**src/rtl/assert_macros.svh**
```systemverilog
// Assertion helpers used by the scheduler RTL.
`ifndef ASSERT_MACROS_SVH
`define ASSERT_MACROS_SVH

// Check a property on every rising edge outside reset.
`define ASSERT_CLK(label, clk, rstn, prop, msg) \
	label: assert property (@(posedge clk) disable iff (!rstn) prop) else $error(msg);

// Check that a condition holds in the cycle after a trigger.
`define ASSERT_NEXT(label, clk, rstn, ante, cons, msg) \
	label: assert property (@(posedge clk) disable iff (!rstn) (ante) |=> (cons)) \
		else $error(msg);

`endif

```
**src/rtl/ldrs_pkg.sv**
```systemverilog
package ldrs_pkg;

	// Default sizes
	localparam int DEF_MAX_REQUESTS  = 32;
	localparam int DEF_CYLINDER_BITS = 16;

	// Fixed field widths
	localparam int FIELD_W     = 16;
	localparam int TOTAL_W     = 21;
	localparam int IN_DATA_W   = 16;
	localparam int OUT_DATA_W  = 56;
	localparam int CFG_INDEX_W = 8;
	localparam int CFG_DATA_W  = 16;

	// Register indexes
	localparam logic [CFG_INDEX_W-1:0] REG_START_HEAD = 8'd0;
	localparam logic [CFG_INDEX_W-1:0] REG_FIRST_DIR  = 8'd1;

	// Control for the shared compare unit
	typedef struct packed {
		logic valid;     // entry data is present this cycle
		logic served;    // entry already served in this batch
		logic phase_up;  // 1: upward sweep, 0: downward sweep
		logic found;     // a candidate is already held
	} cmp_ctrl_t;

endpackage

```
**src/rtl/ldrs_ram.sv**
```systemverilog
module ldrs_ram #(
	parameter int WIDTH = 16,
	parameter int DEPTH = 32,
	parameter int AW    = (DEPTH > 1) ? $clog2(DEPTH) : 1
) (
	input  logic             clk,
	input  logic             we,
	input  logic [AW-1:0]    waddr,
	input  logic [WIDTH-1:0] wdata,
	input  logic [AW-1:0]    raddr,
	output logic [WIDTH-1:0] rdata
);

	logic [WIDTH-1:0] mem_q [DEPTH];
	logic [WIDTH-1:0] rdata_q;

	// Write one entry, read one entry with registered data
	always_ff @(posedge clk) begin
		if (we) begin
			mem_q[waddr] <= wdata;
		end
		rdata_q <= mem_q[raddr];
	end

	assign rdata = rdata_q;

endmodule

```
**src/rtl/ldrs_cmp.sv**
```systemverilog
module ldrs_cmp
	import ldrs_pkg::*;
#(
	parameter int CYLINDER_BITS = DEF_CYLINDER_BITS
) (
	input  logic [CYLINDER_BITS-1:0] entry,
	input  logic [CYLINDER_BITS-1:0] best,
	input  logic [FIELD_W-1:0]       start_head,
	input  cmp_ctrl_t                ctrl,
	output logic                     take
);

	localparam int DW = (CYLINDER_BITS > FIELD_W) ? CYLINDER_BITS : FIELD_W;

	logic [DW-1:0] entry_ext;
	logic [DW-1:0] head_ext;
	logic          in_group;
	logic          better;

	assign entry_ext = DW'(entry);
	assign head_ext  = DW'(start_head);

	// Upward group sits at or above the start head, downward group below it
	always_comb begin
		if (ctrl.phase_up) begin
			in_group = (entry_ext >= head_ext);
			better   = (entry < best);
		end else begin
			in_group = (entry_ext < head_ext);
			better   = (entry > best);
		end
	end

	// Keep the nearest unserved entry of the current sweep
	assign take = ctrl.valid && !ctrl.served && in_group && (!ctrl.found || better);

endmodule

```
**src/rtl/look_disk_request_scheduler.sv**
```systemverilog
// LOOK disk request scheduler. Cylinder requests stream in one per cycle on
// the s_ side; s_tlast closes the batch and starts scheduling, and s_tready
// stays low until the last result of the batch is in the output register.
// A batch of n requests is served by repeated passes over the request RAM
// through one shared comparator: each pass reads all n entries and picks the
// next request of the current sweep (a pass that finds none reverses the sweep
// once), then the sequencer decides and loads the result into the output
// register. Requests beyond MAX_REQUESTS are dropped. Results leave on the m_
// side with tlast on the last served request; the user must write start_head
// and first_direction on the cfg port between batches, as the block itself
// does not enforce it.
`include "assert_macros.svh"

module look_disk_request_scheduler
	import ldrs_pkg::*;
#(
	parameter int MAX_REQUESTS  = DEF_MAX_REQUESTS,
	parameter int CYLINDER_BITS = DEF_CYLINDER_BITS
) (
	input  logic                   clk,
	input  logic                   arst_n,
	// configuration writes
	input  logic                   cfg_valid,
	output logic                   cfg_ready,
	input  logic [CFG_INDEX_W-1:0] cfg_index,
	input  logic [CFG_DATA_W-1:0]  cfg_data,
	// requests
	input  logic                   s_tvalid,
	output logic                   s_tready,
	input  logic [IN_DATA_W-1:0]   s_tdata,   // [15:0] cylinder
	input  logic                   s_tlast,   // batch_end
	// results
	output logic                   m_tvalid,
	input  logic                   m_tready,
	output logic [OUT_DATA_W-1:0]  m_tdata,   // [15:0] served_cylinder,
	                                          // [31:16] seek_distance,
	                                          // [52:32] running_total, [55:53] zero
	output logic                   m_tlast    // order_end
);

	localparam int AW = (MAX_REQUESTS > 1) ? $clog2(MAX_REQUESTS) : 1;
	localparam int CW = $clog2(MAX_REQUESTS + 1);
	localparam int DW = (CYLINDER_BITS > FIELD_W) ? CYLINDER_BITS : FIELD_W;

	localparam logic [1:0] ST_IDLE   = 2'd0;
	localparam logic [1:0] ST_SCAN   = 2'd1;
	localparam logic [1:0] ST_DECIDE = 2'd2;
	localparam logic [1:0] ST_EMIT   = 2'd3;

	logic [1:0]               state_q;
	logic [FIELD_W-1:0]       start_head_q;
	logic                     first_dir_q;
	logic [CW-1:0]            count_q;
	logic [CW-1:0]            n_q;
	logic [CW-1:0]            idx_q;
	logic [CW-1:0]            served_q;
	logic                     found_q;
	logic                     phase_up_q;
	logic                     second_q;
	logic [MAX_REQUESTS-1:0]  done_q;
	logic [DW-1:0]            head_q;
	logic [TOTAL_W-1:0]       total_q;
	logic                     m_tvalid_q;

	logic                     rd_en_s1;
	logic [AW-1:0]            idx_s1;
	logic                     last_s1;
	logic [CYLINDER_BITS-1:0] best_q;
	logic [AW-1:0]            best_idx_q;
	logic [FIELD_W-1:0]       cyl_out_q;
	logic [FIELD_W-1:0]       dist_out_q;
	logic [TOTAL_W-1:0]       total_out_q;
	logic                     last_out_q;

	logic                     s_fire;
	logic                     full;
	logic                     issue;
	logic                     take;
	logic                     emit_fire;
	logic                     emit_last;
	logic [CYLINDER_BITS-1:0] ram_rdata;
	logic [DW-1:0]            best_ext;
	logic [DW-1:0]            seek_dist;
	logic [TOTAL_W-1:0]       total_nxt;
	logic [CW-1:0]            served_nxt;
	cmp_ctrl_t                cmp_ctrl;

	assign cfg_ready = 1'b1;
	assign s_tready  = (state_q == ST_IDLE);
	assign s_fire    = s_tvalid && s_tready;
	assign full      = (count_q == CW'(MAX_REQUESTS));
	assign issue     = (state_q == ST_SCAN) && (idx_q != n_q);
	assign emit_fire = (state_q == ST_EMIT) && (!m_tvalid_q || m_tready);

	// Seek distance and running total for the picked request
	assign best_ext   = DW'(best_q);
	assign seek_dist  = (head_q >= best_ext) ? (head_q - best_ext) : (best_ext - head_q);
	assign total_nxt  = total_q + TOTAL_W'(seek_dist);
	assign served_nxt = served_q + CW'(1);
	assign emit_last  = (served_nxt == n_q);

	// Request store
	ldrs_ram #(
		.WIDTH (CYLINDER_BITS),
		.DEPTH (MAX_REQUESTS),
		.AW    (AW)
	) u_ram (
		.clk   (clk),
		.we    (s_fire && !full),
		.waddr (count_q[AW-1:0]),
		.wdata (CYLINDER_BITS'(s_tdata)),
		.raddr (idx_q[AW-1:0]),
		.rdata (ram_rdata)
	);

	// Shared comparator
	assign cmp_ctrl.valid    = rd_en_s1;
	assign cmp_ctrl.served   = done_q[idx_s1];
	assign cmp_ctrl.phase_up = phase_up_q;
	assign cmp_ctrl.found    = found_q;

	ldrs_cmp #(
		.CYLINDER_BITS (CYLINDER_BITS)
	) u_cmp (
		.entry      (ram_rdata),
		.best       (best_q),
		.start_head (start_head_q),
		.ctrl       (cmp_ctrl),
		.take       (take)
	);

	// Configuration registers
	always_ff @(posedge clk or negedge arst_n) begin
		if (!arst_n) begin
			start_head_q <= '0;
			first_dir_q  <= 1'b1;
		end else if (cfg_valid && cfg_ready) begin
			case (cfg_index)
				REG_START_HEAD: start_head_q <= cfg_data;
				REG_FIRST_DIR:  first_dir_q  <= cfg_data[0];
				default: ;
			endcase
		end
	end

	// Sequencer: collect, scan, decide, emit
	always_ff @(posedge clk or negedge arst_n) begin
		if (!arst_n) begin
			state_q    <= ST_IDLE;
			count_q    <= '0;
			n_q        <= '0;
			idx_q      <= '0;
			served_q   <= '0;
			found_q    <= 1'b0;
			phase_up_q <= 1'b0;
			second_q   <= 1'b0;
			done_q     <= '0;
			head_q     <= '0;
			total_q    <= '0;
			rd_en_s1   <= 1'b0;
		end else begin
			rd_en_s1 <= issue;
			case (state_q)
				ST_IDLE: begin
					if (s_fire) begin
						if (!full) begin
							count_q <= count_q + CW'(1);
						end
						if (s_tlast) begin
							n_q        <= full ? count_q : (count_q + CW'(1));
							state_q    <= ST_SCAN;
							idx_q      <= '0;
							found_q    <= 1'b0;
							phase_up_q <= first_dir_q;
							second_q   <= 1'b0;
							served_q   <= '0;
							done_q     <= '0;
							head_q     <= DW'(start_head_q);
							total_q    <= '0;
						end
					end
				end
				ST_SCAN: begin
					if (issue) begin
						idx_q <= idx_q + CW'(1);
					end
					if (take) begin
						found_q <= 1'b1;
					end
					if (rd_en_s1 && last_s1) begin
						state_q <= ST_DECIDE;
					end
				end
				ST_DECIDE: begin
					if (found_q) begin
						state_q <= ST_EMIT;
					end else if (!second_q) begin
						// reverse the sweep
						second_q   <= 1'b1;
						phase_up_q <= !phase_up_q;
						idx_q      <= '0;
						state_q    <= ST_SCAN;
					end else begin
						count_q <= '0;
						state_q <= ST_IDLE;
					end
				end
				ST_EMIT: begin
					if (emit_fire) begin
						done_q[best_idx_q] <= 1'b1;
						served_q           <= served_nxt;
						head_q             <= best_ext;
						total_q            <= total_nxt;
						if (emit_last) begin
							count_q <= '0;
							state_q <= ST_IDLE;
						end else begin
							idx_q   <= '0;
							found_q <= 1'b0;
							state_q <= ST_SCAN;
						end
					end
				end
				default: state_q <= ST_IDLE;
			endcase
		end
	end

	// Output valid
	always_ff @(posedge clk or negedge arst_n) begin
		if (!arst_n) begin
			m_tvalid_q <= 1'b0;
		end else if (emit_fire) begin
			m_tvalid_q <= 1'b1;
		end else if (m_tready) begin
			m_tvalid_q <= 1'b0;
		end
	end

	// Read pipeline, candidate and result payload
	always_ff @(posedge clk) begin
		idx_s1  <= idx_q[AW-1:0];
		last_s1 <= (idx_q == (n_q - CW'(1)));
		if (take) begin
			best_q     <= ram_rdata;
			best_idx_q <= idx_s1;
		end
		if (emit_fire) begin
			cyl_out_q   <= FIELD_W'(best_q);
			dist_out_q  <= FIELD_W'(seek_dist);
			total_out_q <= total_nxt;
			last_out_q  <= emit_last;
		end
	end

	assign m_tvalid = m_tvalid_q;
	assign m_tdata  = {3'b000, total_out_q, dist_out_q, cyl_out_q};
	assign m_tlast  = last_out_q;

	`ASSERT_CLK(a_served_below_n, clk, arst_n, state_q != ST_IDLE |-> served_q < n_q, "served overrun")
	`ASSERT_CLK(a_pick_unserved, clk, arst_n, emit_fire |-> !done_q[best_idx_q], "pick already served")
	`ASSERT_NEXT(a_end_empties, clk, arst_n, emit_fire && emit_last, s_tready && count_q == '0, "not emptied")

endmodule
```
**config.mk**
```make
export PLATFORM = sky130hd
export DESIGN_NAME = look_disk_request_scheduler
export DESIGN_NICKNAME = d
export VERILOG_FILES = /design/src/rtl/ldrs_pkg.sv /design/src/rtl/ldrs_ram.sv /design/src/rtl/ldrs_cmp.sv /design/src/rtl/look_disk_request_scheduler.sv
export VERILOG_INCLUDE_DIRS = /design/src /design/src/rtl
export SDC_FILE = /design/constraint.sdc
export NUM_CORES = 1
export LEC_CHECK = 0
export ABC_CLOCK_PERIOD_IN_PS = 8670
export BUFFER_PORTS_ARGS = -buffer_cell sky130_fd_sc_hd__buf_4
export CORE_UTILIZATION = 56
export CTS_BUF_LIST = sky130_fd_sc_hd__clkbuf_2 sky130_fd_sc_hd__clkbuf_4 sky130_fd_sc_hd__clkbuf_8
export CTS_CLUSTER_DIAMETER = 100
export DETAILED_ROUTE_END_ITERATION = 8
export PLACE_DENSITY_LB_ADDON = 0.2
export SKIP_CTS_REPAIR_TIMING = 1
export SYNTH_ARGS = -nofsm -noshare
export SYNTH_HDL_FRONTEND = slang
export SYNTH_SLANG_ARGS = --single-unit
```
**constraint.sdc**
```tcl
create_clock -name clk -period 8.67 [get_ports clk]
set_input_delay 2.601 -clock clk [delete_from_list [all_inputs] [get_ports clk]]
set_output_delay 2.601 -clock clk [all_outputs]
set_load 0.005 [all_outputs]
```
# After elaboration in Yosys (flattened, before gate mapping)

Memory sizes are Yosys's and may differ from the RTL's. A register that Yosys moved wholly into a read port is not among the register bits.
Cells that the tools add are included.

Flip-flop bits (word level): 198
Bits in latches: 0
RAM bits: 512
ROM bits: 0
Bits of input ports: 46
Output and inout bits: 60
Word-level logic and storage cells: 153
Memories kept: 1

Add/subtract/negate cells: 7
$mul: 0
Div/mod/pow operators: 0
Order comparisons: 8
Equal/unequal tests: 19
Shift-type cells: 0
Mux-type cells: 61
Bitwise logic cells: 1
Reductions and logical operators: 33

Memories:

| memory      | words | width | read ports | clocked after Yosys merged registers in | wr ports | RTL line       | text |
|---|---|---|---|---|---|---|---|
| u_ram.mem_q | 32    | 16    | 1          | 1                                       | 1        | ldrs_ram.sv:14 | `logic [WIDTH-1:0] mem_q [DEPTH];` |

Operators by type and width:

| cell                  | number |
|---|---|
| $mux W32              | 3 |
| $mux W6               | 14 |
| $mux W16              | 4 |
| $pmux W32 S2          | 1 |
| $mux W21              | 3 |
| $pmux W21 S2          | 1 |
| $ge A16 B16 Y1        | 2 |
| $lt A16 B16 Y1        | 2 |
| $or A32 B32 Y32       | 1 |
| $pmux W16 S2          | 1 |
| $sub A16 B16 Y16      | 2 |
| $pmux W6 S4           | 1 |
| $add A21 B16 Y21      | 1 |
| $mux W1               | 20 |
| $add A6 B1 Y6 const B | 3 |
| $pmux W6 S3           | 1 |
| $gt A16 B16 Y1        | 1 |
| $ne A2 B2 Y1 const B  | 8 |
| $eq A6 B6 Y1          | 2 |
| $lt A5 B6 Y1 const B  | 2 |
| $pmux W6 S2           | 1 |
| $reduce_and A4 Y1     | 3 |
| $reduce_and A6 Y1     | 2 |
| $mux W2               | 5 |
| other kinds (24)      | 45 |

# Logic depth before layout (Yosys ltp)

Gate-level depths: netlist (run 1).

Depth after elaboration: 8
Depth in mapped cells: 23
Depth with buffers taken out: 22

# Modules after synthesis

Synthesis (run 1) repeated with hierarchy kept, for this count alone.

Cells, all modules: 2,226
Area total of the unflattened synthesis: 31,984.4 µm²

By module, submodules not included:

| module                      | instances | cells an instance | area an instance (µm²) | sequential area each (µm²) |
|---|---|---|---|---|
| ldrs_ram                    | 1         | 1,143             | 20,534.7               | 15,695.1 |
| look_disk_request_scheduler | 1         | 966               | 10,605.2               | 5,301.3 |
| ldrs_cmp                    | 1         | 117               | 844.6                  | 0.0 |

# Worst setup path after synthesis (run 1)

OpenSTA, ideal clock, no wires.

Path type: register to register
Start point: register best_q[0], in the netlist best_ext[0]
End point: register total_out_q[18] (data pin)
Library setup time: 0.258 ns
Arrival: 4.183 ns
Required time: 8.412 ns
Slack: 4.229 ns
Stages on the path, launching flop included: 22
Path buffers: 2
Period minus slack after synthesis: 4.441 ns
Path through: edfxtp_1 -> ha_1 -> fa_1 -> nor2b_4 -> nor2_2 -> o211ai_2 -> o211ai_4 -> nand2_4 -> buf_6 -> buf_6 -> mux2i_1 -> xor2_1 -> ha_1 -> a21o_1 -> a21o_1 -> a2111oi_2 -> nor3_1 -> o21ai_0 -> a21boi_0 -> nor2_2 -> nor2_1 -> xnor2_1

Longest elaborated chain between the ends: 3
Elaborated cells between the ends (all ways): 5
Classes of those cells: add/sub: 3; order compare: 1; mux: 1

Ends and longest elaborated chain:

| element                                            | RTL line                           | text |
|---|---|---|
| from (decl)                                        | look_disk_request_scheduler.sv:68  | `logic [CYLINDER_BITS-1:0] best_q;` |
| from (signal assigned)                             | look_disk_request_scheduler.sv:245 | `best_q <= ram_rdata;` |
| $sub A16 B16 Y16 or $ge A16 B16 Y1 (tied branches) | look_disk_request_scheduler.sv:97  | `assign seek_dist = (head_q >= best_ext) ? (head_q - best_ext) : (best_ext - head_q);` |
| $mux W16 *                                         | look_disk_request_scheduler.sv:97  |  |
| named net seek_dist[7]                             | look_disk_request_scheduler.sv:83  | `logic [DW-1:0] seek_dist;` |
| $add A21 B16 Y21 *                                 | look_disk_request_scheduler.sv:98  | `assign total_nxt = total_q + TOTAL_W'(seek_dist);` |
| named net total_nxt[18]                            | look_disk_request_scheduler.sv:84  | `logic [TOTAL_W-1:0] total_nxt;` |
| to (signal assigned)                               | look_disk_request_scheduler.sv:251 | `total_out_q <= total_nxt;` |
| to (decl)                                          | look_disk_request_scheduler.sv:72  | `logic [TOTAL_W-1:0] total_out_q;` |

Mark *: on every way through the listed nets, which the timed path passes. The rest lies on a longest branch.
A chain may end at the register's enable or synchronous reset.

# Final worst setup path (run 1)

Start point: register best_q[0], in the netlist best_ext[0]
End point: register total_out_q[20] (data pin)

The elaborated chain is that of the path after synthesis.

==> impl_summary.log, run 1 <==
[metrics] result of the run: finished, final reports clean
[metrics] required time at the endpoint of the critical path: 9.13 ns
[metrics] post-synthesis sequential area ratio: 67.67%
[metrics] floorplan die height: 237.4 µm
[metrics] combined buffer and inverter count along the critical path: 0
[metrics] Fill cells: 3887
[metrics] Worst Path Arrival: 5.52 ns
[metrics] number of I/O port buffers: 101
[metrics] Bufs on Longest Clock Path: 3
[metrics] slowest stage cell on the critical path: sky130_fd_sc_hd__edfxtp_1
[metrics] library cell with the highest instance count after synthesis: sky130_fd_sc_hd__edfxtp_1
[metrics] number of register bits inferred by synthesis: 726
[metrics] worst ir drop on vdd: 0.2584 mV
[metrics] DP Wirelength: 41570 µm
[metrics] RSZ-0062 raised after global routing: no
[metrics] hold violation total from the final report: 0
[metrics] overall routed net length: 67870 µm
[metrics] starting utilization of the core area: 57.20%
[metrics] final design area excluding fillers: 34820 µm²
[metrics] critical path capture point type: flop
[metrics] CTS Buf Count: 113
[metrics] Clk Latency, worst-skew pair: 0.73 ns
[metrics] number of antenna violations at the first check in global routing: 3
[metrics] site row count: 85
[metrics] Slew @ Worst Pin: 1.124 ns
[metrics] RePlAce Congestion: 0.9019
[metrics] placed instance count: 2623
[metrics] DRT antenna net count: 0
[metrics] hold_sp: total_q[20]
[metrics] via count of the first global-routing pass: 17560
[metrics] Top delay family on crit path: compound AO/OA/AOI/OAI gates
[metrics] cell area after synthesis: 31030 µm²
[metrics] area taken by flip-flops and latches: 21010 µm²
[metrics] most used flip-flop cell after synthesis: sky130_fd_sc_hd__edfxtp_1
[metrics] Placement Cell Area: 32610 µm²
[metrics] placeable core area: 54240 µm²
[metrics] Clock transition at path regs: 0.06 ns
[metrics] critical setup path kind: reg2reg
[metrics] Worst Hold Endpoint: total_q[20]
[metrics] root buf cell: sky130_fd_sc_hd__clkbuf_8
[metrics] ranking of synthesized cells by instance count: sky130_fd_sc_hd__edfxtp_1 (587), sky130_fd_sc_hd__mux4_2 (170), sky130_fd_sc_hd__dfrtp_1 (116), sky130_fd_sc_hd__nor2_1 (112), sky130_fd_sc_hd__nand2_1 (92)
[metrics] share of the synthesized area in the top cell type: 56.81%
[metrics] maximum number of pins on one net before global-route repair: 77
[metrics] Setup-failing EPs final: 0
[metrics] synthesized area per cell: 16.65 µm²
[metrics] worst setup slack after layout: 3.607 ns
[metrics] Synth warnings: 0
[metrics] setup slack at placement: 3.414 ns
[metrics] CP max FO: 26
[metrics] DRC violation count after routing: 0
[metrics] number of diodes added for antenna fixing: 0
[metrics] number of cells in the finished layout apart from fillers: 2827
[metrics] critical path launch point type: flop
[metrics] final max-slew violation count: 0
[metrics] I/O pin total: 106
[metrics] detailed router's first-iteration violation count: 1589
[metrics] via-per-instance ratio: 6.067
[metrics] number of enable-type register cells in the synthesized netlist: 587
[metrics] depth of the CTS H-tree: 3
[metrics] total chip power: 0.01311 W
[metrics] Layout Area Growth over Synthesis: 12.23%
[metrics] CTS tree: done
[metrics] Fin Setup TNS: 0 ns
[metrics] most area-hungry cell type in the Yosys netlist: sky130_fd_sc_hd__edfxtp_1
[metrics] max_cap viols: 0
[metrics] hold crit path type: reg2reg
[metrics] Max transition margin: 24.81%
[metrics] number of sinks on the clock net: 726
[metrics] fraction of registers with async set or reset after synthesis: 16.12%
[metrics] worst-path cell chain: ha_1 -> fa_1 -> nor2b_4 -> nor2_2 -> o211ai_2 -> o211ai_4 -> nand2_4 -> mux2i_1 -> a2bb2oi_1 -> nand2_1 -> xor2_1 -> ha_1 -> a21o_1 -> a2111oi_2 -> nor3_1 -> o21ai_0 -> a21boi_0 -> nor2_2 -> nor2_1 -> xnor2_1
[metrics] worst reg2reg endpoint: total_out_q[20]
[metrics] total number of vias: 17150
[metrics] Power per Cell Area: 376.3 nW/µm²
[metrics] Highest Clock Rate: 197.5 MHz
[metrics] DRT Pass-1 Iters: 6
[metrics] cells after synthesis: 1864
[metrics] mean routed wirelength per cell: 24.01 µm
[metrics] gr usage total: 24.85%
[metrics] multi-input logic area: 9343 µm²
[metrics] final clock skew: 0.04231 ns
[metrics] crit-path max cell delay: 0.46 ns
[metrics] worst r2r src: best_ext[0]
[metrics] worst hold stages: 1
[metrics] Leakage: 12.77 nW
[metrics] most area-consuming cells after synthesis: sky130_fd_sc_hd__edfxtp_1 (57%), sky130_fd_sc_hd__mux4_2 (12%), sky130_fd_sc_hd__dfrtp_1 (9.4%)
[metrics] length in cells of the worst reg-to-reg path: 20
[metrics] NumNets Final: 2177
[metrics] global-route wire length before repair: 103900 µm
[metrics] final period utilization: 58.40%
[metrics] count of unique library cells instantiated by Yosys: 85
[metrics] die boundary width: 237.4 µm
[metrics] clock period minus worst slack: 5.063 ns
[metrics] share of layout cells above drive strength 1: 26.09%
[metrics] minimum setup slack among reg-to-reg paths: 3.61 ns
[metrics] GR Overflow Total: 0
[metrics] die area: 56350 µm²
cell families after synthesis:
group,count (synthesis),share of synthesized area [%]
flops,726,67.67
simple gates,327,4.960
compound gates,284,5.823
mux,219,14.00
buf+inv,162,2.311
fa+ha+maj,89,3.662
xor+xnor,55,1.553
other cells,2,0.02420
per-stage QoR:
stage,hold slack (ns),utilization (%)
2_1_floorplan,0.3454,-
3_3_place_gp,0.4394,60.11
3_5_place_dp,0.4434,60.11
4_1_cts,0.4526,64.20
5_1_grt,0.4618,64.20
6_report,0.4503,64.20
registers in the layout, indices dropped and copies added, names as in the netlist, 2 cells and up:
register,cells
idx_q,6
total_q,21
cyl_out_q,16
best_idx_q,5
state_q,2
start_head_q,16
count_q,6
total_out_q,21
idx_s1,5
done_q,32
served_q,6
n_q,6
u_ram.rdata,16
dist_out_q,16
best_ext,16
u_ram.mem_q,512
head_q,16
metal layers:
metal	track usage (%)	vias up	wire (µm)
li1	-	7618	-
met1	33.50	8755	28010
met2	40.79	649	33510
met3	4.808	123	4419
met4	8.759	6	1883
met5	0	-	40
cells in the final DEF, fill, tap and decap left out, types with 6 or more instances in the layout:
| master | instances |
|---|---|
| sky130_fd_sc_hd__mux4_2 | 170 |
| sky130_fd_sc_hd__nor3_1 | 20 |
| sky130_fd_sc_hd__dfrtp_1 | 112 |
| sky130_fd_sc_hd__clkinv_2 | 14 |
| sky130_fd_sc_hd__o21ai_0 | 89 |
| sky130_fd_sc_hd__nand4_1 | 17 |
| sky130_fd_sc_hd__a21oi_1 | 82 |
| sky130_fd_sc_hd__nand2_1 | 92 |
| sky130_fd_sc_hd__ha_1 | 86 |
| sky130_fd_sc_hd__a22o_1 | 17 |
| sky130_fd_sc_hd__xnor2_1 | 34 |
| sky130_fd_sc_hd__nand3_1 | 18 |
| sky130_fd_sc_hd__edfxtp_1 | 587 |
| sky130_fd_sc_hd__buf_4 | 146 |
| sky130_fd_sc_hd__inv_1 | 76 |
| sky130_fd_sc_hd__clkbuf_4 | 45 |
| sky130_fd_sc_hd__nand2b_1 | 10 |
| sky130_fd_sc_hd__clkbuf_8 | 118 |
| sky130_fd_sc_hd__o21ai_1 | 6 |
| sky130_fd_sc_hd__mux2i_1 | 30 |
| sky130_fd_sc_hd__and3_1 | 10 |
| sky130_fd_sc_hd__dfxtp_1 | 22 |
| sky130_fd_sc_hd__a31oi_1 | 15 |
| sky130_fd_sc_hd__nor2_1 | 109 |
| sky130_fd_sc_hd__xor2_1 | 21 |
| sky130_fd_sc_hd__nor2b_1 | 10 |
| sky130_fd_sc_hd__mux2_2 | 19 |
| sky130_fd_sc_hd__clkinv_1 | 20 |
| sky130_fd_sc_hd__a21o_1 | 17 |
how the worst max path moves through the flow:
stage | endpoint | slack (ns) | cells past startpoint | from
after global placement | count_q[2] | 3.54 | 9 | m_tready
after CTS | total_out_q[20] | 3.59 | 20 | best_ext[0]
after floorplan | total_out_q[18] | 4.23 | 21 | best_ext[0]
final | total_out_q[20] | 3.61 | 20 | best_ext[0]
after detailed placement | count_q[0] | 3.41 | 9 | m_tready
after global routing | total_out_q[20] | 3.21 | 20 | best_ext[0]
layout make-up:
class	instances	area share [%]
inverter	77	0.8300
sequential	726	60.32
timing repair buffer	146	3.147
clock inverter	41	0.7366
tap	696	2.501
clock buffer	163	5.634
multi-input combinational	978	26.83
worst register-to-register path: stages (launching register included):
cell and delay, ns:
sky130_fd_sc_hd__edfxtp_1 0.46, sky130_fd_sc_hd__ha_1 0.26, sky130_fd_sc_hd__fa_1 0.43, sky130_fd_sc_hd__nor2b_4 0.16, sky130_fd_sc_hd__nor2_2 0.04, sky130_fd_sc_hd__o211ai_2 0.29
sky130_fd_sc_hd__o211ai_4 0.16, sky130_fd_sc_hd__nand2_4 0.30, sky130_fd_sc_hd__mux2i_1 0.29, sky130_fd_sc_hd__a2bb2oi_1 0.24, sky130_fd_sc_hd__nand2_1 0.09, sky130_fd_sc_hd__xor2_1 0.16
sky130_fd_sc_hd__ha_1 0.36, sky130_fd_sc_hd__a21o_1 0.20, sky130_fd_sc_hd__a2111oi_2 0.36, sky130_fd_sc_hd__nor3_1 0.11, sky130_fd_sc_hd__o21ai_0 0.17, sky130_fd_sc_hd__a21boi_0 0.19
sky130_fd_sc_hd__nor2_2 0.31, sky130_fd_sc_hd__nor2_1 0.09, sky130_fd_sc_hd__xnor2_1 0.13
power by group:
| part | switching (W) | total (W) | internal (W) |
|---|---|---|---|
| logic | 0.00305 | 0.00545 | 0.00240 |
| clock network | 0.00131 | 0.00280 | 0.00149 |
| registers | 0.000444 | 0.00485 | 0.00440 |
| total | 0.00481 | 0.0131 | 0.00830 |
(Power assumes the default switching activity.)
==> run 2: changes to the inputs <==
ABC_CLOCK_PERIOD_IN_PS = 4900   (was 8670)
clock period = 4.9 ns   (was 8.67 ns; I/O delays follow)
==> run 2 against run 1 <==
Flip-flop and latch count unchanged. Die area unchanged. Sequential share of layout area shrank 0.43 points. Cell count up 0.67%. Worst hold slack improved by 0.015 ns. Critical path type unchanged. Largest power group unchanged.
==> impl_summary.log, run 2 (synthesized netlist as in run 1, its figures left out) <==
[metrics] share of layout cells above drive strength 1: 26.42% (+0.33 points)
[metrics] GR Overflow Total: 0 (unchanged)
[metrics] DRT antenna net count: 0 (unchanged)
[metrics] largest reg by FF count: u_ram.mem_q
[metrics] floorplan die height: 237.4 µm (unchanged)
[metrics] combined buffer and inverter count along the critical path: 1 (+1)
[metrics] overall routed net length: 68680 µm (+1.2%)
[metrics] RSZ-0062 raised after global routing: no
[metrics] number of antenna violations at the first check in global routing: 3 (unchanged)
[metrics] I/O pin total: 106 (unchanged)
[metrics] via-per-instance ratio: 6.024 (-0.71%)
[metrics] CTS tree: done
[metrics] gr usage total: 24.95% (+0.10 points)
[metrics] depth of the CTS H-tree: 3 (unchanged)
[metrics] DRT Pass-1 Iters: 7 (+1)
[metrics] DRC violation count after routing: 0 (unchanged)
[metrics] worst ir drop on vdd: 0.3993 mV (+55%)
[metrics] die area: 56350 µm² (unchanged)
[metrics] final clock skew: 0.05278 ns (+0.01047 ns)
[metrics] crit-path max cell delay: 0.48 ns (+0.02 ns)
[metrics] RePlAce Congestion: 0.8524 (-5.5%)
[metrics] critical path launch point type: flop
[metrics] die boundary width: 237.4 µm (unchanged)
[metrics] Layout Area Growth over Synthesis: 13.04%
[metrics] Setup-failing EPs final: 0 (unchanged)
[metrics] hold crit path type: reg2reg
[metrics] number of I/O port buffers: 101 (unchanged)
[metrics] Slew @ Worst Pin: 1.168 ns (+0.04408 ns)
[metrics] leading cell types in the layout, fill and taps excluded: sky130_fd_sc_hd__edfxtp_1 (587), sky130_fd_sc_hd__mux4_2 (170), sky130_fd_sc_hd__buf_4 (160), sky130_fd_sc_hd__clkbuf_8 (120), sky130_fd_sc_hd__dfrtp_1 (112)
[metrics] Worst Path Arrival: 5.09 ns (-0.43 ns)
[metrics] setup slack at placement: -0.004403 ns (-3.418 ns)
[metrics] placeable core area: 54240 µm² (unchanged)
[metrics] critical path capture point type: flop
[metrics] required time at the endpoint of the critical path: 5.36 ns (-3.77 ns)
[metrics] site row count: 85 (unchanged)
[metrics] Clk Latency, worst-skew pair: 0.76 ns (+0.03 ns)
[metrics] biggest registers after layout: u_ram.mem_q (512), done_q (32)
[metrics] Placement Cell Area: 32790 µm² (+0.57%)
[metrics] final max-slew violation count: 0 (unchanged)
[metrics] DP Wirelength: 42880 µm (+3.1%)
[metrics] Power per Cell Area: 670.6 nW/µm² (+78%)
[metrics] root buf cell: sky130_fd_sc_hd__clkbuf_8
[metrics] Leakage: 12.88 nW (+0.86%)
[metrics] slowest stage cell on the critical path: sky130_fd_sc_hd__ha_1
[metrics] Clock transition at path regs: 0.06 ns (about the same)
[metrics] CP max FO: 8 (-69%)
[metrics] worst setup slack after layout: 0.2679 ns (-3.339 ns)
[metrics] total chip power: 0.02352 W (+79%)
[metrics] NumNets Final: 2196 (+0.87%)
[metrics] clock period minus worst slack: 4.632 ns (-0.4309 ns)
[metrics] via count of the first global-routing pass: 17560 (-0.040%)
[metrics] number of sinks on the clock net: 726 (unchanged)
[metrics] Bufs on Longest Clock Path: 3 (unchanged)
[metrics] hold violation total from the final report: 0 (unchanged)
[metrics] Largest register FFs: 512 (unchanged)
[metrics] maximum number of pins on one net before global-route repair: 76 (-1.3%)
[metrics] detailed router's first-iteration violation count: 1504 (-5.3%)
[metrics] final period utilization: 94.53% (+36 points)
[metrics] critical setup path kind: reg2reg
[metrics] Highest Clock Rate: 215.9 MHz (+9.3%)
[metrics] total number of vias: 17140 (-0.047%)
[metrics] result of the run: finished, final reports clean
[metrics] Top delay family on crit path: compound AO/OA/AOI/OAI gates
[metrics] worst-path cell chain: ha_1 -> nand4_1 -> a21oi_1 -> o211ai_4 -> nand2_4 -> buf_4 -> mux2i_1 -> xor2_1 -> ha_1 -> a21o_1 -> a21o_1 -> a21o_2 -> o21bai_1 -> a21oi_2 -> o21ai_2 -> a21oi_2 -> nand2b_1 -> xnor2_1
[metrics] max_cap viols: 0 (unchanged)
[metrics] global-route wire length before repair: 104200 µm (+0.32%)
[metrics] starting utilization of the core area: 57.20% (unchanged)
[metrics] CTS Buf Count: 114 (+0.88%)
[metrics] mean routed wirelength per cell: 24.13 µm (+0.51%)
[metrics] Max transition margin: 21.96% (-2.9 points)
[metrics] final design area excluding fillers: 35070 µm² (+0.72%)
[metrics] number of diodes added for antenna fixing: 0 (unchanged)
[metrics] most frequent standard cell in the layout excluding fill and tap cells: sky130_fd_sc_hd__edfxtp_1
## run 2: layer usage
metal  share of wire [%]  GRT usage, %
met1                  41         32.73
met3                 6.0         4.645
met2                  51         42.78
met4                 2.2         7.253
met5               0.067             0
## run 2: power breakdown
part	internal [W]	switching [W]	total [W]
sequential	0.00780	0.000812	0.00861
combinational	0.00445	0.00544	0.00989
clock	0.00266	0.00236	0.00502
total	0.0149	0.00861	0.0235
## run 2: final timing paths
| kind | from | end | slack [ns] | cells past startpoint |
|---|---|---|---|---|
| worst max register to register | best_ext[10] | total_out_q[19] | 0.27 | 18 |
| max in group asynchronous | arst_n | first_dir_q | 3.15 | 2 |
| min in group asynchronous | arst_n | done_q[22] | 0.86 | 1 |
| worst min register to register | total_q[18] | total_q[18] | 0.47 | 1 |
| worst min-delay path | total_q[18] | total_q[18] | 0.47 | 1 |
| worst max-delay path | best_ext[10] | total_out_q[19] | 0.27 | 18 |
## run 2: metrics by stage
stage / utilization, % / std cells / hold WS (ns) / TNS (ns)
after floorplan: - / 1866 / 0.3454 / 0
after global placement: 60.45 / 2640 / 0.4381 / 0
after detailed placement: 60.45 / 2640 / 0.4536 / -0.008649
after CTS: 64.61 / 2845 / 0.4620 / -0.03505
after global routing: 64.66 / 2846 / 0.4776 / 0
final: 64.66 / 2846 / 0.4657 / 0
## run 2: area by class of cell
type	instances	area [µm²]
repair buffers	164	1281
flip-flops and latches	726	21010
multi-input cells	978	9369
clock buffers	156	1922
fillers	3790	19170
clock inverters	49	334.1
inverters	77	289.0
well taps	696	870.8
## run 2: worst reg2reg max path, stage by stage (launching register included)
cell and delay (ns):
sky130_fd_sc_hd__edfxtp_1 0.43, sky130_fd_sc_hd__ha_1 0.48, sky130_fd_sc_hd__nand4_1 0.22, sky130_fd_sc_hd__a21oi_1 0.33, sky130_fd_sc_hd__o211ai_4 0.17, sky130_fd_sc_hd__nand2_4 0.14, sky130_fd_sc_hd__buf_4 0.17, sky130_fd_sc_hd__mux2i_1 0.25
sky130_fd_sc_hd__xor2_1 0.26, sky130_fd_sc_hd__ha_1 0.34, sky130_fd_sc_hd__a21o_1 0.19, sky130_fd_sc_hd__a21o_1 0.19, sky130_fd_sc_hd__a21o_2 0.22, sky130_fd_sc_hd__o21bai_1 0.17, sky130_fd_sc_hd__a21oi_2 0.19, sky130_fd_sc_hd__o21ai_2 0.12
sky130_fd_sc_hd__a21oi_2 0.30, sky130_fd_sc_hd__nand2b_1 0.17, sky130_fd_sc_hd__xnor2_1 0.06
==> run 3: changes to the inputs <==
CORE_UTILIZATION = 45   (was 56)
==> run 3 against run 2 <==
Sequential power barely moved. Non-clock buffer count rose by 8. Total power rose by 1.8%. Critical endpoint is now total_q[19]. Design area rose by 1.2%.
==> impl_summary.log, run 3 (synthesized netlist as in run 1, its figures left out) <==
[metrics] global-route wire length before repair: 108300 µm (+3.9%)
[metrics] placeable core area: 67750 µm² (+25%)
[metrics] Slew @ Worst Pin: 1.174 ns (+0.005874 ns)
[metrics] logic depth of the worst setup path including buffers: 23 (+5)
[metrics] Highest Clock Rate: 217.9 MHz (+0.93%)
[metrics] CP max FO: 11 (+3)
[metrics] biggest registers after layout: u_ram.mem_q (512), done_q (32)
[metrics] Placement Cell Area: 33110 µm² (+0.97%)
[metrics] depth of the CTS H-tree: 3 (unchanged)
[metrics] end point of the critical path: total_q[19]
[metrics] Setup-failing EPs final: 0 (unchanged)
[metrics] Bufs on Longest Clock Path: 3 (unchanged)
[metrics] Clk Latency, worst-skew pair: 0.76 ns (about the same)
[metrics] critical path capture point type: flop
[metrics] floorplan die height: 264.6 µm (+11%)
[metrics] worst setup slack after layout: 0.3108 ns (+0.04284 ns)
[metrics] minimum setup slack among reg-to-reg paths: 0.31 ns (+0.04 ns)
[metrics] I/O pin total: 106 (unchanged)
[metrics] length in cells of the worst reg-to-reg path: 23 (+5)
[metrics] number of antenna violations at the first check in global routing: 5 (+2)
[metrics] CTS tree: done
[metrics] Fill cells: 5551 (+46%)
[metrics] RePlAce Congestion: 0.8325 (-2.3%)
[metrics] final period utilization: 93.66% (-0.87 points)
[metrics] Clock transition at path regs: 0.06 ns (about the same)
[metrics] number of I/O port buffers: 101 (unchanged)
[metrics] site row count: 95 (+12%)
[metrics] NumNets Final: 2205 (+0.41%)
[metrics] Critical path origin: head_q[0]
[metrics] worst-path cell chain: inv_1 -> ha_1 -> fa_2 -> nor2b_4 -> nor2_2 -> o211ai_2 -> o211ai_4 -> nand2_4 -> buf_12 -> buf_6 -> and3b_1 -> nor3_1 -> xnor2_1 -> ha_1 -> and4_2 -> o21ai_0 -> o21bai_1 -> a21oi_2 -> o21ai_1 -> buf_4 -> a21oi_4 -> and2_1 -> o32a_1
[metrics] switching power of the nets: 0.008794 W (+2.2%)
[metrics] Top delay family on crit path: compound AO/OA/AOI/OAI gates
[metrics] CTS Buf Count: 115 (+0.88%)
[metrics] slowest stage cell on the critical path: sky130_fd_sc_hd__fa_2
[metrics] DRC violation count after routing: 0 (unchanged)
[metrics] Worst Path Arrival: 5.18 ns (+0.09 ns)
[metrics] worst r2r src: head_q[0]
[metrics] total number of vias: 17070 (-0.45%)
[metrics] total chip power: 0.02393 W (+1.8%)
[metrics] Max transition margin: 21.57% (-0.39 points)
[metrics] overall routed net length: 71450 µm (+4.0%)
[metrics] Int Pwr: 0.01514 W (+1.5%)
[metrics] worst reg2reg endpoint: total_q[19]
[metrics] required time at the endpoint of the critical path: 5.49 ns (+0.13 ns)
[metrics] largest reg by FF count: u_ram.mem_q
[metrics] final design area excluding fillers: 35500 µm² (+1.2%)
[metrics] Layout Area Growth over Synthesis: 14.41%
[metrics] detailed router's first-iteration violation count: 1365 (-9.2%)
[metrics] number of sinks on the clock net: 726 (unchanged)
[metrics] proportion of total power due to net switching: 36.75% (+0.15 points)
[metrics] mean routed wirelength per cell: 23.47 µm (-2.7%)
[metrics] Comb pwr share: 42.7% (+0.6 points)
[metrics] Fin Setup TNS: 0 ns (unchanged)
[metrics] GR Overflow Total: 0 (unchanged)
[metrics] Leakage: 12.98 nW (+0.78%)
[metrics] max_cap viols: 0 (unchanged)
[metrics] DP Wirelength: 45100 µm (+5.2%)
[metrics] DRT antenna net count: 0 (unchanged)
[metrics] critical setup path kind: reg2reg
[metrics] via count of the first global-routing pass: 17580 (+0.13%)
[metrics] Power per Cell Area: 674.1 nW/µm² (+0.53%)
[metrics] final-layout worst hold slack: 0.4582 ns (-0.007529 ns)
[metrics] share of layout cells above drive strength 1: 27.80% (+1.4 points)
[metrics] most frequent standard cell in the layout excluding fill and tap cells: sky130_fd_sc_hd__edfxtp_1
[metrics] root buf cell: sky130_fd_sc_hd__clkbuf_8
[metrics] power share of the sequential group: 35.9% (-0.7 points)
[metrics] dominant cell type by count on the critical path: sky130_fd_sc_hd__ha_1
[metrics] hold crit path type: reg2reg
[metrics] setup slack at placement: -0.04257 ns (-0.03817 ns)
[metrics] leading cell types in the layout, fill and taps excluded: sky130_fd_sc_hd__edfxtp_1 (587), sky130_fd_sc_hd__mux4_2 (170), sky130_fd_sc_hd__buf_4 (165), sky130_fd_sc_hd__clkbuf_8 (119), sky130_fd_sc_hd__dfrtp_1 (112)
[metrics] die area: 70000 µm² (+24%)
[metrics] via-per-instance ratio: 5.606 (-6.9%)
[metrics] worst ir drop on vdd: 0.4002 mV (+0.22%)
[metrics] die boundary width: 264.6 µm (+11%)
[metrics] hold violation total from the final report: 0 (unchanged)
[metrics] result of the run: finished, final reports clean
[metrics] share of power burned in the clock network: 21.4% (about the same)
[metrics] gr usage total: 20.79% (-4.2 points)
[metrics] critical path launch point type: flop
[metrics] final clock skew: 0.06003 ns (+0.007252 ns)
[metrics] DRT Pass-1 Iters: 5 (-2)
[metrics] starting utilization of the core area: 45.80% (-11 points)
[metrics] final max-slew violation count: 0 (unchanged)
[metrics] crit-path max cell delay: 0.38 ns (-0.10 ns)
[metrics] maximum number of pins on one net before global-route repair: 73 (-3.9%)
[metrics] combined buffer and inverter count along the critical path: 4 (+3)
[metrics] Largest register FFs: 512 (unchanged)
[metrics] clock period minus worst slack: 4.589 ns (-0.04284 ns)
-- run 3: cell count changes in the layout (fill, tap and decap cells not counted), sizes merged --
cell and delta:
buf +8, clkbuf +5, clkinv +8, clkinvlp -1
diode +2, inv -1
-- run 3: how the worst min path moves through the flow --
stage | from | depth (start not counted) | end
4_1_cts | total_q[18] | 1 | total_q[18]
3_5_place_dp | total_q[18] | 1 | total_q[18]
3_3_place_gp | total_q[20] | 1 | total_q[20]
2_1_floorplan | idx_q[2] | 0 | idx_s1[2]
6_report | total_q[18] | 1 | total_q[18]
5_1_grt | idx_s1[4] | 0 | best_idx_q[4]
-- run 3: worst reg2reg max path: stages (launching register included) --
cell	delay (ns)
sky130_fd_sc_hd__dfrtp_1	0.37
sky130_fd_sc_hd__inv_1	0.06
sky130_fd_sc_hd__ha_1	0.22
sky130_fd_sc_hd__fa_2	0.38
sky130_fd_sc_hd__nor2b_4	0.14
sky130_fd_sc_hd__nor2_2	0.04
sky130_fd_sc_hd__o211ai_2	0.23
sky130_fd_sc_hd__o211ai_4	0.15
sky130_fd_sc_hd__nand2_4	0.16
sky130_fd_sc_hd__buf_12	0.14
sky130_fd_sc_hd__buf_6	0.15
sky130_fd_sc_hd__and3b_1	0.21
sky130_fd_sc_hd__nor3_1	0.06
sky130_fd_sc_hd__xnor2_1	0.17
sky130_fd_sc_hd__ha_1	0.37
sky130_fd_sc_hd__and4_2	0.26
sky130_fd_sc_hd__o21ai_0	0.09
sky130_fd_sc_hd__o21bai_1	0.22
sky130_fd_sc_hd__a21oi_2	0.11
sky130_fd_sc_hd__o21ai_1	0.16
sky130_fd_sc_hd__buf_4	0.17
sky130_fd_sc_hd__a21oi_4	0.08
sky130_fd_sc_hd__and2_1	0.17
sky130_fd_sc_hd__o32a_1	0.33
-- run 3: layer usage --
layer	global-route usage (%)	wire length (µm)	part of all wire [%]
met1	27.80	30410	43
met4	7.228	2184	3.1
met2	34.03	34660	49
met5	0	34	0.048
met3	4.162	4159	5.8
-- run 3: power by group through the flow --
stage | sequential, W | combinational [W] | clock [W]
finish | 0.00860 | 0.0102 | 0.00512
detailed placement | 0.00873 | 0.0101 | 0
CTS | 0.00861 | 0.0101 | 0.00525
global placement | 0.00869 | 0.0100 | 0
global route | 0.00872 | 0.0112 | 0.00552
floorplan | 0.00825 | 0.00751 | 0
-- run 3: layout make-up --
type	count	area, µm²	area share (%)
clock inverters	55	365.4	1.029
clock buffers	161	1953	5.502
multi-input cells	978	9418	26.53
diodes	2	5.005	0.01410
inverters	77	289.0	0.8142
well taps	873	1092	3.077
flip-flops and latches	726	21010	59.17
repair buffers	172	1370	3.859
-- run 3: stage by stage --
stage,utilization (%),instances
2_1_floorplan,-,1866
3_3_place_gp,48.87,2823
3_5_place_dp,48.87,2823
4_1_cts,52.29,3039
5_1_grt,52.39,3042
6_report,52.40,3044
